**src/rtl/core/srcc_pkg.sv**
```systemverilog
// ----------------------------------------------------------------------------
// srcc_pkg: shared types, codes and helpers
// Coordinate widths, sign flags and the side/corner tests used by the
// segment against rectangle boundary counter.
// ----------------------------------------------------------------------------
package srcc_pkg;

  // Widths: coordinate, difference, product of two differences, cross product
  localparam int COORD_WIDTH = 16;
  localparam int DIFF_WIDTH  = COORD_WIDTH + 1;
  localparam int PROD_WIDTH  = 2 * DIFF_WIDTH;
  localparam int CROSS_WIDTH = PROD_WIDTH + 1;
  localparam int COUNT_WIDTH = 3;

  typedef logic signed [COORD_WIDTH-1:0] coord_t;
  typedef logic signed [DIFF_WIDTH-1:0]  diff_t;
  typedef logic signed [PROD_WIDTH-1:0]  prod_t;
  typedef logic signed [CROSS_WIDTH-1:0] cross_t;
  typedef logic [COUNT_WIDTH-1:0]        count_t;

  // Count reported when the segment runs along a side
  localparam count_t MP_OVERLAP = COUNT_WIDTH'(4);

  // Corner codes: bit 1 selects high x, bit 0 selects high y
  localparam logic [1:0] CNR_LL = 2'b00;
  localparam logic [1:0] CNR_LH = 2'b01;
  localparam logic [1:0] CNR_HL = 2'b10;
  localparam logic [1:0] CNR_HH = 2'b11;

  // Rectangle bound codes: bit 1 selects y, bit 0 selects the high bound
  localparam logic [1:0] BND_XLO = 2'b00;
  localparam logic [1:0] BND_XHI = 2'b01;
  localparam logic [1:0] BND_YLO = 2'b10;
  localparam logic [1:0] BND_YHI = 2'b11;

  // Segment endpoint codes
  localparam logic EP_START = 1'b0;
  localparam logic EP_END   = 1'b1;

  // Three-way sign: neither flag set means zero
  typedef struct packed {
    logic pos;
    logic neg;
  } sgn_t;

  // Everything the final count needs about one item
  typedef struct packed {
    sgn_t [3:0]       corner_o;  // orientation of each corner against the segment
    logic [1:0][3:0]  lt;        // endpoint coordinate below the bound
    logic [1:0][3:0]  gt;        // endpoint coordinate above the bound
    logic             flat_x;    // zero width
    logic             flat_y;    // zero height
    logic             dx_zero;   // vertical segment
    logic             dy_zero;   // horizontal segment
  } geo_t;

  // {a < b, a > b}
  function automatic logic [1:0] cmp2(coord_t a, coord_t b);
    return {a < b, a > b};
  endfunction

  function automatic sgn_t cross_sign(cross_t v);
    sgn_t s;
    s.neg = v[CROSS_WIDTH-1];
    s.pos = !v[CROSS_WIDTH-1] && (v != '0);
    return s;
  endfunction

  function automatic logic sgn_zero(sgn_t s);
    return !s.pos && !s.neg;
  endfunction

  // Strictly opposite signs
  function automatic logic sgn_opp(sgn_t a, sgn_t b);
    return (a.pos && b.neg) || (a.neg && b.pos);
  endfunction

  function automatic sgn_t sgn_mul(sgn_t a, sgn_t b);
    sgn_t r;
    r.pos = (a.pos && b.pos) || (a.neg && b.neg);
    r.neg = (a.pos && b.neg) || (a.neg && b.pos);
    return r;
  endfunction

  function automatic logic [1:0] x_bnd(logic hi);
    return hi ? BND_XHI : BND_XLO;
  endfunction

  function automatic logic [1:0] y_bnd(logic hi);
    return hi ? BND_YHI : BND_YLO;
  endfunction

  // Sign of (endpoint coordinate - bound)
  function automatic sgn_t bound_sign(geo_t g, logic ep, logic [1:0] bnd);
    sgn_t s;
    s.pos = g.gt[ep][bnd];
    s.neg = g.lt[ep][bnd];
    return s;
  endfunction

  // Sign of one side's step along an axis, from corner a to corner b
  function automatic sgn_t side_dir(logic flat, logic a_hi, logic b_hi);
    sgn_t s;
    s.pos = !flat && b_hi && !a_hi;
    s.neg = !flat && a_hi && !b_hi;
    return s;
  endfunction

  // Orientation of an endpoint against an axis-aligned side a->b.
  // One of the two cross terms is always zero, so the difference of signs
  // is exact.
  function automatic sgn_t orient_side(geo_t g, logic [1:0] ca, logic [1:0] cb,
                                       logic ep);
    sgn_t sx;
    sgn_t sy;
    sgn_t s;
    sgn_t t;
    sgn_t r;
    sx    = side_dir(g.flat_x, ca[1], cb[1]);
    sy    = side_dir(g.flat_y, ca[0], cb[0]);
    s     = sgn_mul(sx, bound_sign(g, ep, y_bnd(ca[0])));
    t     = sgn_mul(sy, bound_sign(g, ep, x_bnd(ca[1])));
    r.pos = s.pos || t.neg;
    r.neg = s.neg || t.pos;
    return r;
  endfunction

  // Endpoint lies inside the bounding box of side a->b
  function automatic logic ep_in_side(geo_t g, logic [1:0] ca, logic [1:0] cb,
                                      logic ep);
    logic [1:0] xmin;
    logic [1:0] xmax;
    logic [1:0] ymin;
    logic [1:0] ymax;
    xmin = x_bnd(ca[1] && cb[1]);
    xmax = x_bnd(ca[1] || cb[1]);
    ymin = y_bnd(ca[0] && cb[0]);
    ymax = y_bnd(ca[0] || cb[0]);
    return !g.lt[ep][xmin] && !g.gt[ep][xmax] && !g.lt[ep][ymin] && !g.gt[ep][ymax];
  endfunction

  // Corner lies inside the bounding box of the segment
  function automatic logic corner_in_seg(geo_t g, logic [1:0] c);
    logic [1:0] bx;
    logic [1:0] by;
    bx = x_bnd(c[1]);
    by = y_bnd(c[0]);
    return !(g.gt[EP_START][bx] && g.gt[EP_END][bx]) &&
           !(g.lt[EP_START][bx] && g.lt[EP_END][bx]) &&
           !(g.gt[EP_START][by] && g.gt[EP_END][by]) &&
           !(g.lt[EP_START][by] && g.lt[EP_END][by]);
  endfunction

  // Corner lies on the closed segment
  function automatic logic corner_on_seg(geo_t g, logic [1:0] c);
    return sgn_zero(g.corner_o[c]) && corner_in_seg(g, c);
  endfunction

  // Closed segment meets the closed side a->b
  function automatic logic meets_side(geo_t g, logic [1:0] ca, logic [1:0] cb);
    sgn_t o1;
    sgn_t o2;
    sgn_t o3;
    sgn_t o4;
    o1 = g.corner_o[ca];
    o2 = g.corner_o[cb];
    o3 = orient_side(g, ca, cb, EP_START);
    o4 = orient_side(g, ca, cb, EP_END);
    return (sgn_opp(o1, o2) && sgn_opp(o3, o4)) ||
           (sgn_zero(o1) && corner_in_seg(g, ca)) ||
           (sgn_zero(o2) && corner_in_seg(g, cb)) ||
           (sgn_zero(o3) && ep_in_side(g, ca, cb, EP_START)) ||
           (sgn_zero(o4) && ep_in_side(g, ca, cb, EP_END));
  endfunction

endpackage

```
**src/rtl/core/segment_rectangle_crossing_count.sv**
```systemverilog
// ----------------------------------------------------------------------------
// segment_rectangle_crossing_count: segment against rectangle boundary
// Counts the distinct points where a segment meets an axis-aligned
// rectangle's boundary, with a flag for a segment lying along a side.
// Throughput: one item per cycle; the whole pipe holds while a result waits.
// Stages: corner sort and differences, products and compares, cross signs,
// count into the output register.
// Reset: rst_n (synchronous) clears the stage valid bits only.
// ----------------------------------------------------------------------------
module segment_rectangle_crossing_count (
  input  logic                                 clk,
  input  logic                                 rst_n,
  input  logic                                 in_valid,
  output logic                                 in_stall,
  input  logic signed [srcc_pkg::COORD_WIDTH-1:0] in_rect_left,
  input  logic signed [srcc_pkg::COORD_WIDTH-1:0] in_rect_bottom,
  input  logic signed [srcc_pkg::COORD_WIDTH-1:0] in_rect_right,
  input  logic signed [srcc_pkg::COORD_WIDTH-1:0] in_rect_top,
  input  logic signed [srcc_pkg::COORD_WIDTH-1:0] in_start_x,
  input  logic signed [srcc_pkg::COORD_WIDTH-1:0] in_start_y,
  input  logic signed [srcc_pkg::COORD_WIDTH-1:0] in_end_x,
  input  logic signed [srcc_pkg::COORD_WIDTH-1:0] in_end_y,
  output logic                                 out_valid,
  input  logic                                 out_stall,
  output logic [srcc_pkg::COUNT_WIDTH-1:0]     out_meeting_points,
  output logic                                 out_overlaps_side
);

  import srcc_pkg::*;

  // Pipe control: every stage moves together
  logic   advance;

  // Stage 1: sorted rectangle, endpoints and differences
  logic   s1_valid_r;
  coord_t s1_xlo_r, s1_xhi_r, s1_ylo_r, s1_yhi_r;
  coord_t s1_sx_r, s1_sy_r, s1_ex_r, s1_ey_r;
  diff_t  s1_dx_r, s1_dy_r;
  diff_t  s1_ox_lo_r, s1_ox_hi_r, s1_oy_lo_r, s1_oy_hi_r;
  logic   swap_x, swap_y;
  diff_t  dx_nxt, dy_nxt;
  diff_t  ox_a, ox_b, oy_a, oy_b;

  // Stage 2: partial products and endpoint/bound compares
  logic            s2_valid_r;
  prod_t           s2_pdx_ylo_r, s2_pdx_yhi_r, s2_pdy_xlo_r, s2_pdy_xhi_r;
  logic [1:0][3:0] s2_lt_r, s2_gt_r;
  logic [1:0][3:0] s2_lt_nxt, s2_gt_nxt;
  logic            s2_flat_x_r, s2_flat_y_r, s2_dx_zero_r, s2_dy_zero_r;

  // Stage 3: corner orientation signs with the compare flags
  logic   s3_valid_r;
  geo_t   s3_geo_r;
  geo_t   s3_geo_nxt;

  // Stage 4: output register
  logic   out_valid_r;
  count_t out_meeting_points_r;
  logic   out_overlaps_side_r;
  count_t mp_nxt;
  logic   ov_nxt;

  assign advance   = !out_valid_r || !out_stall;
  assign in_stall  = !advance;
  assign out_valid = out_valid_r;
  assign out_meeting_points = out_meeting_points_r;
  assign out_overlaps_side  = out_overlaps_side_r;

  // Valid bits
  always_ff @(posedge clk) begin
    if (!rst_n) begin
      s1_valid_r  <= 1'b0;
      s2_valid_r  <= 1'b0;
      s3_valid_r  <= 1'b0;
      out_valid_r <= 1'b0;
    end else if (advance) begin
      s1_valid_r  <= in_valid;
      s2_valid_r  <= s1_valid_r;
      s3_valid_r  <= s2_valid_r;
      out_valid_r <= s3_valid_r;
    end
  end

  // Stage 1 logic: sort corners, offsets chosen by the same compare
  always_comb begin
    swap_x = in_rect_left > in_rect_right;
    swap_y = in_rect_bottom > in_rect_top;
    dx_nxt = diff_t'(in_end_x) - diff_t'(in_start_x);
    dy_nxt = diff_t'(in_end_y) - diff_t'(in_start_y);
    ox_a   = diff_t'(in_rect_left) - diff_t'(in_start_x);
    ox_b   = diff_t'(in_rect_right) - diff_t'(in_start_x);
    oy_a   = diff_t'(in_rect_bottom) - diff_t'(in_start_y);
    oy_b   = diff_t'(in_rect_top) - diff_t'(in_start_y);
  end

  always_ff @(posedge clk) begin
    if (advance) begin
      s1_xlo_r   <= swap_x ? in_rect_right : in_rect_left;
      s1_xhi_r   <= swap_x ? in_rect_left : in_rect_right;
      s1_ylo_r   <= swap_y ? in_rect_top : in_rect_bottom;
      s1_yhi_r   <= swap_y ? in_rect_bottom : in_rect_top;
      s1_sx_r    <= in_start_x;
      s1_sy_r    <= in_start_y;
      s1_ex_r    <= in_end_x;
      s1_ey_r    <= in_end_y;
      s1_dx_r    <= dx_nxt;
      s1_dy_r    <= dy_nxt;
      s1_ox_lo_r <= swap_x ? ox_b : ox_a;
      s1_ox_hi_r <= swap_x ? ox_a : ox_b;
      s1_oy_lo_r <= swap_y ? oy_b : oy_a;
      s1_oy_hi_r <= swap_y ? oy_a : oy_b;
    end
  end

  // Stage 2 logic: endpoint coordinates against each rectangle bound
  always_comb begin
    s2_lt_nxt = '0;
    s2_gt_nxt = '0;
    {s2_lt_nxt[EP_START][BND_XLO], s2_gt_nxt[EP_START][BND_XLO]} = cmp2(s1_sx_r, s1_xlo_r);
    {s2_lt_nxt[EP_START][BND_XHI], s2_gt_nxt[EP_START][BND_XHI]} = cmp2(s1_sx_r, s1_xhi_r);
    {s2_lt_nxt[EP_START][BND_YLO], s2_gt_nxt[EP_START][BND_YLO]} = cmp2(s1_sy_r, s1_ylo_r);
    {s2_lt_nxt[EP_START][BND_YHI], s2_gt_nxt[EP_START][BND_YHI]} = cmp2(s1_sy_r, s1_yhi_r);
    {s2_lt_nxt[EP_END][BND_XLO], s2_gt_nxt[EP_END][BND_XLO]}     = cmp2(s1_ex_r, s1_xlo_r);
    {s2_lt_nxt[EP_END][BND_XHI], s2_gt_nxt[EP_END][BND_XHI]}     = cmp2(s1_ex_r, s1_xhi_r);
    {s2_lt_nxt[EP_END][BND_YLO], s2_gt_nxt[EP_END][BND_YLO]}     = cmp2(s1_ey_r, s1_ylo_r);
    {s2_lt_nxt[EP_END][BND_YHI], s2_gt_nxt[EP_END][BND_YHI]}     = cmp2(s1_ey_r, s1_yhi_r);
  end

  // Products for cross(corner) = dx*(cy - y1) - dy*(cx - x1)
  always_ff @(posedge clk) begin
    if (advance) begin
      s2_pdx_ylo_r <= prod_t'(s1_dx_r) * prod_t'(s1_oy_lo_r);
      s2_pdx_yhi_r <= prod_t'(s1_dx_r) * prod_t'(s1_oy_hi_r);
      s2_pdy_xlo_r <= prod_t'(s1_dy_r) * prod_t'(s1_ox_lo_r);
      s2_pdy_xhi_r <= prod_t'(s1_dy_r) * prod_t'(s1_ox_hi_r);
      s2_lt_r      <= s2_lt_nxt;
      s2_gt_r      <= s2_gt_nxt;
      s2_flat_x_r  <= s1_xlo_r == s1_xhi_r;
      s2_flat_y_r  <= s1_ylo_r == s1_yhi_r;
      s2_dx_zero_r <= s1_dx_r == '0;
      s2_dy_zero_r <= s1_dy_r == '0;
    end
  end

  // Stage 3 logic: finish the cross products, keep only their signs
  always_comb begin
    s3_geo_nxt.corner_o[CNR_LL] =
      cross_sign(cross_t'(s2_pdx_ylo_r) - cross_t'(s2_pdy_xlo_r));
    s3_geo_nxt.corner_o[CNR_LH] =
      cross_sign(cross_t'(s2_pdx_yhi_r) - cross_t'(s2_pdy_xlo_r));
    s3_geo_nxt.corner_o[CNR_HL] =
      cross_sign(cross_t'(s2_pdx_ylo_r) - cross_t'(s2_pdy_xhi_r));
    s3_geo_nxt.corner_o[CNR_HH] =
      cross_sign(cross_t'(s2_pdx_yhi_r) - cross_t'(s2_pdy_xhi_r));
    s3_geo_nxt.lt      = s2_lt_r;
    s3_geo_nxt.gt      = s2_gt_r;
    s3_geo_nxt.flat_x  = s2_flat_x_r;
    s3_geo_nxt.flat_y  = s2_flat_y_r;
    s3_geo_nxt.dx_zero = s2_dx_zero_r;
    s3_geo_nxt.dy_zero = s2_dy_zero_r;
  end

  always_ff @(posedge clk) begin
    if (advance) begin
      s3_geo_r <= s3_geo_nxt;
    end
  end

  // Stage 4 logic: overlap test, side hits less corners on the segment, or the single span of a degenerate rectangle
  always_comb begin
    logic   on_vert;
    logic   on_horz;
    logic   span_y;
    logic   span_x;
    count_t hits;
    count_t dups;
    on_vert = (!s3_geo_r.lt[EP_START][BND_XLO] && !s3_geo_r.gt[EP_START][BND_XLO]) ||
              (!s3_geo_r.lt[EP_START][BND_XHI] && !s3_geo_r.gt[EP_START][BND_XHI]);
    on_horz = (!s3_geo_r.lt[EP_START][BND_YLO] && !s3_geo_r.gt[EP_START][BND_YLO]) ||
              (!s3_geo_r.lt[EP_START][BND_YHI] && !s3_geo_r.gt[EP_START][BND_YHI]);
    span_y  = !s3_geo_r.dy_zero && !s3_geo_r.flat_y &&
              (s3_geo_r.lt[EP_START][BND_YHI] || s3_geo_r.lt[EP_END][BND_YHI]) &&
              (s3_geo_r.gt[EP_START][BND_YLO] || s3_geo_r.gt[EP_END][BND_YLO]);
    span_x  = !s3_geo_r.dx_zero && !s3_geo_r.flat_x &&
              (s3_geo_r.lt[EP_START][BND_XHI] || s3_geo_r.lt[EP_END][BND_XHI]) &&
              (s3_geo_r.gt[EP_START][BND_XLO] || s3_geo_r.gt[EP_END][BND_XLO]);
    ov_nxt  = (s3_geo_r.dx_zero && on_vert && span_y) ||
              (s3_geo_r.dy_zero && on_horz && span_x);

    hits = count_t'(meets_side(s3_geo_r, CNR_LL, CNR_LH)) +
           count_t'(meets_side(s3_geo_r, CNR_LH, CNR_HH)) +
           count_t'(meets_side(s3_geo_r, CNR_HH, CNR_HL)) +
           count_t'(meets_side(s3_geo_r, CNR_HL, CNR_LL));
    dups = count_t'(corner_on_seg(s3_geo_r, CNR_LL)) +
           count_t'(corner_on_seg(s3_geo_r, CNR_LH)) +
           count_t'(corner_on_seg(s3_geo_r, CNR_HH)) +
           count_t'(corner_on_seg(s3_geo_r, CNR_HL));

    if (ov_nxt) begin
      mp_nxt = MP_OVERLAP;
    end else if (s3_geo_r.flat_x || s3_geo_r.flat_y) begin
      // degenerate rectangle: boundary is the single span low corner to high
      mp_nxt = count_t'(meets_side(s3_geo_r, CNR_LL, CNR_HH));
    end else begin
      mp_nxt = hits - dups;
    end
  end

  always_ff @(posedge clk) begin
    if (advance) begin
      out_meeting_points_r <= mp_nxt;
      out_overlaps_side_r  <= ov_nxt;
    end
  end

endmodule
```
**config.mk**
```make
export PLATFORM = sky130hd
export DESIGN_NAME = segment_rectangle_crossing_count
export DESIGN_NICKNAME = d
export VERILOG_FILES = /design/src/rtl/core/srcc_pkg.sv /design/src/rtl/core/segment_rectangle_crossing_count.sv
export SDC_FILE = /design/constraint.sdc
export NUM_CORES = 2
export LEC_CHECK = 0
export ABC_AREA = 1
export BUFFER_PORTS_ARGS = -buffer_cell sky130_fd_sc_hd__buf_2
export CORE_ASPECT_RATIO = 2
export CORE_UTILIZATION = 67
export DETAILED_ROUTE_END_ITERATION = 16
export HOLD_SLACK_MARGIN = 0.12
export PLACE_DENSITY = 0.84
export REMOVE_ABC_BUFFERS = 1
export SKIP_CTS_REPAIR_TIMING = 1
export SLEW_MARGIN = 10
export SYNTH_ARGS = -nofsm -noshare
export SYNTH_HDL_FRONTEND = slang
export SYNTH_SLANG_ARGS = --single-unit
```
**constraint.sdc**
```tcl
create_clock -name clk -period 27 [get_ports clk]
set_input_delay 2.7 -clock clk [delete_from_list [all_inputs] [get_ports clk]]
set_output_delay 2.7 -clock clk [all_outputs]
set_load 0.05 [all_outputs]
```
==> run_results.csv <==
group,metric,value,unit
sta,worst_pin_slew,1200,ps
synthesis,yosysMostFrequentCell,"nand2_1",
finish,drive_gt1_share,3.78,%
synthesis,synthTopCellsByCount,"2867 x nand2_1, 2853 x inv_1, 1198 x fa_1",
sta,fin_tns_setup,0,ps
floorplan,fp.dieH,492,µm
sta,setup_viol,0,
floorplan,row_count,179,
grt,antenna_found_initial,8,
worst_setup_path,critPathLaunchType,"flip-flop",
worst_setup_path,cp_common_cell,"fa_1",
worst_setup_path,r2r_end,"s2_pdy_xlo_r[30]",
outcome,outcome,"completed",
clock_tree,clkLatencyLatePin,680,ps
routing,drt_wl_total,249000,µm
clock_tree,root_buffer,"clkbuf_16",
grt,track_usage,42.7,%
routing,drt_pass1_iterations,9,
synthesis,netlist_area,80400,µm²
worst_setup_path,cp_slowest_cell,"edfxtp_1",
grt,grt_pass1_wl,388000,µm
sta,worst_hold_slack,421,ps
sta,slew_headroom,18.9,%
routing,drc,0,
floorplan,dieArea,122000,µm²
routing,drtAntennaViolNets,0,
worst_setup_path,rr_worst_depth,18,
floorplan,fp.dieW,247,µm
worst_setup_path,cp_max_fo,17,
routing,vias,68300,
place,gp_congestion,1.06,
synthesis,ys_types,60,
grt,grt_max_degree,95,
sta,finalHoldViolCount,0,
grt,overflow,0,
synthesis,ys_top_cells_by_area,"fa_1 30%, edfxtp_1 16%, nand2_1 13%",
worst_setup_path,r2r_start,"s1_ox_lo_r[6]",
clock_tree,clock_sinks,422,
worst_hold_path,hold_class,"flip-flop to flip-flop",
worst_setup_path,cp.arrival,7100,ps
worst_hold_path,hold_depth,0,
clock_tree,cts-htree-levels,2,
synthesis,synth_ff_type,"edfxtp_1",
floorplan,ios,138,
worst_setup_path,cpPeakStageDelay,910,ps
synthesis,synth_seq_cells,422,
sta,drv_slew,0,
sta,finalCriticalPeriod,6730,ps
routing,wl_per_cell,20.8,µm
worst_setup_path,endpoint_kind,"flip-flop",
grt,grt_pass1_vias,73500,
routing,post_drt_via_cell_ratio,5.71,
synthesis,synthCells,10500,
worst_setup_path,rrSetupSlack,20270,ps
floorplan,initial_core_util,67.6,%
synthesis,synth.avg_cell_area,7.69,µm²
synthesis,ys_seq_area_share,15.7,%
sta,fin_crit_sh,24.9,%
finish,fin_nets,12400,
clock_tree,numCtsBuffers,41,
finish,syn_to_final_growth,4.01,%
place,hpwl,203000,µm
clock_tree,cts.path.max_buffers,3,
floorplan,coreArea,119000,µm²
place,place_ws,20330,ps
worst_setup_path,path_class,"flip-flop to flip-flop",
synthesis,synth_edf_count,418,
clock_tree,path_clk_slew,70,ps
synthesis,async_flop_share,0,%
job,max_cap_violations,0,
place,io_buffer_count,137,
synthesis,yosysTopAreaCellShare,29.8,%
synthesis,synth_top_area_cell,"fa_1",
worst_setup_path,crit_chain,"nand2_1 -> fa_1 -> inv_1 -> fa_1 -> fa_1 -> fa_1 -> fa_1 -> inv_1 -> fa_1 -> inv_1 -> ha_1 -> nand2_1 -> nor4_1 -> nand3_1 -> nand3_1 -> a21o_1 -> a21oi_1 -> xnor2_1",
synthesis,yosysWarnings,0,
routing,drtIter0Drc,4775,
clock_tree,cts_tree,"yes",
finish,fillers,9589,
sta,timing.final.ws_setup,20270,ps
sta,rsz0062_at_grt,"false",
sta,timing.fmax,149,MHz
sta,skew,57.4,ps
worst_setup_path,critical_path_required,27380,ps
worst_hold_path,hold_start,"s2_gt_r[2]",
worst_hold_path,hold_path_end,"s3_geo_r[6]",
-- worst max-delay path, delay by kind of cell, from the launching register on --
| kind | cells | cell delay, ps |
|---|---|---|
| AO/OA/AOI/OAI | 2 | 260 |
| AND/OR/NAND/NOR | 5 | 1020 |
| adder cells (fa/ha/maj) | 7 | 3930 |
| buffers and inverters | 3 | 180 |
| flip-flops | 1 | 910 |
| XOR/XNOR | 1 | 130 |
-- layout make-up --
class / count / area, µm² / area share [%]
inverters: 2862 / 10700 / 12.8
clock inverters: 27 / 364 / 0.435
clock buffers: 49 / 1080 / 1.29
multi-input cells: 6869 / 55900 / 66.8
repair buffers: 180 / 1010 / 1.21
diodes: 9 / 22.5 / 0.0269
well taps: 1538 / 1920 / 2.30
flip-flops and latches: 422 / 12600 / 15.1
-- metrics by stage --
stage	instances	instance area, µm²	util (%)
after floorplan	10200	79200	-
after global placement	11900	82200	69.1
after detailed placement	11900	82200	69.1
after CTS	11900	83600	70.3
after global routing	12000	83600	70.3
final	12000	83600	70.3
-- cells in the final DEF, fill, tap and decap left out, types with 12 or more instances in the layout --
cell	instances
ha_1	734
xnor2_1	126
xor2_1	174
nor2_2	47
and2_1	21
inv_1	2853
nand3_1	260
nand2_1	2865
nor3_1	58
a21o_1	28
o21ai_1	35
fa_1	1198
o2111ai_1	12
nor4_1	25
o21ai_2	12
o21bai_1	17
nand2_2	43
buf_4	43
clkbuf_16	41
edfxtp_1	418
nand4_1	114
buf_2	137
o21ai_0	144
nor2_1	412
a21oi_1	392
o22ai_1	17
a31oi_1	18
nand3b_1	12
-- how the worst max path moves through the flow --
stage,from,to,cells after the start
finish,s1_ox_lo_r[6],s2_pdy_xlo_r[30],18
global route,s1_ox_lo_r[5],s2_pdy_xlo_r[30],18
CTS,out_stall,in_stall,4
detailed placement,out_stall,in_stall,4
global placement,out_stall,in_stall,4
floorplan,out_stall,in_stall,2
-- routing by layer --
metal	wire length (µm)	share of wire [%]	vias up	GRT usage, %
li1	-	-	31000	-
met1	74500	30	32300	40.4
met2	123000	49	3401	72.9
met3	18200	7.3	1593	8.49
met4	33500	13	4	45.8
met5	29	0.012	-	0
-- cell families after synthesis --
kind of cell	after synthesis	synth area share [%]
and+or+nand+nor	3885	19.6
xor gates and xnor gates	300	3.27
DFF	422	15.7
AOI/OAI and AO/OA	752	5.31
adders and majority gates	1932	41.2
buffers and inverters	3162	14.8
-- sequential cells by signal, indices dropped and copies added (netlist names), 17 cells and up --
register,count
s1_dx_r,17
s1_dy_r,17
s1_ox_hi_r,17
s1_ox_lo_r,17
s1_oy_hi_r,17
s1_oy_lo_r,17
s2_pdx_yhi_r,34
s2_pdx_ylo_r,34
s2_pdy_xhi_r,34
s2_pdy_xlo_r,34
s3_geo_r,28
Power is not shown: default switching activity piles up to over one toggle a cycle in this logic, so the estimate is an artifact.
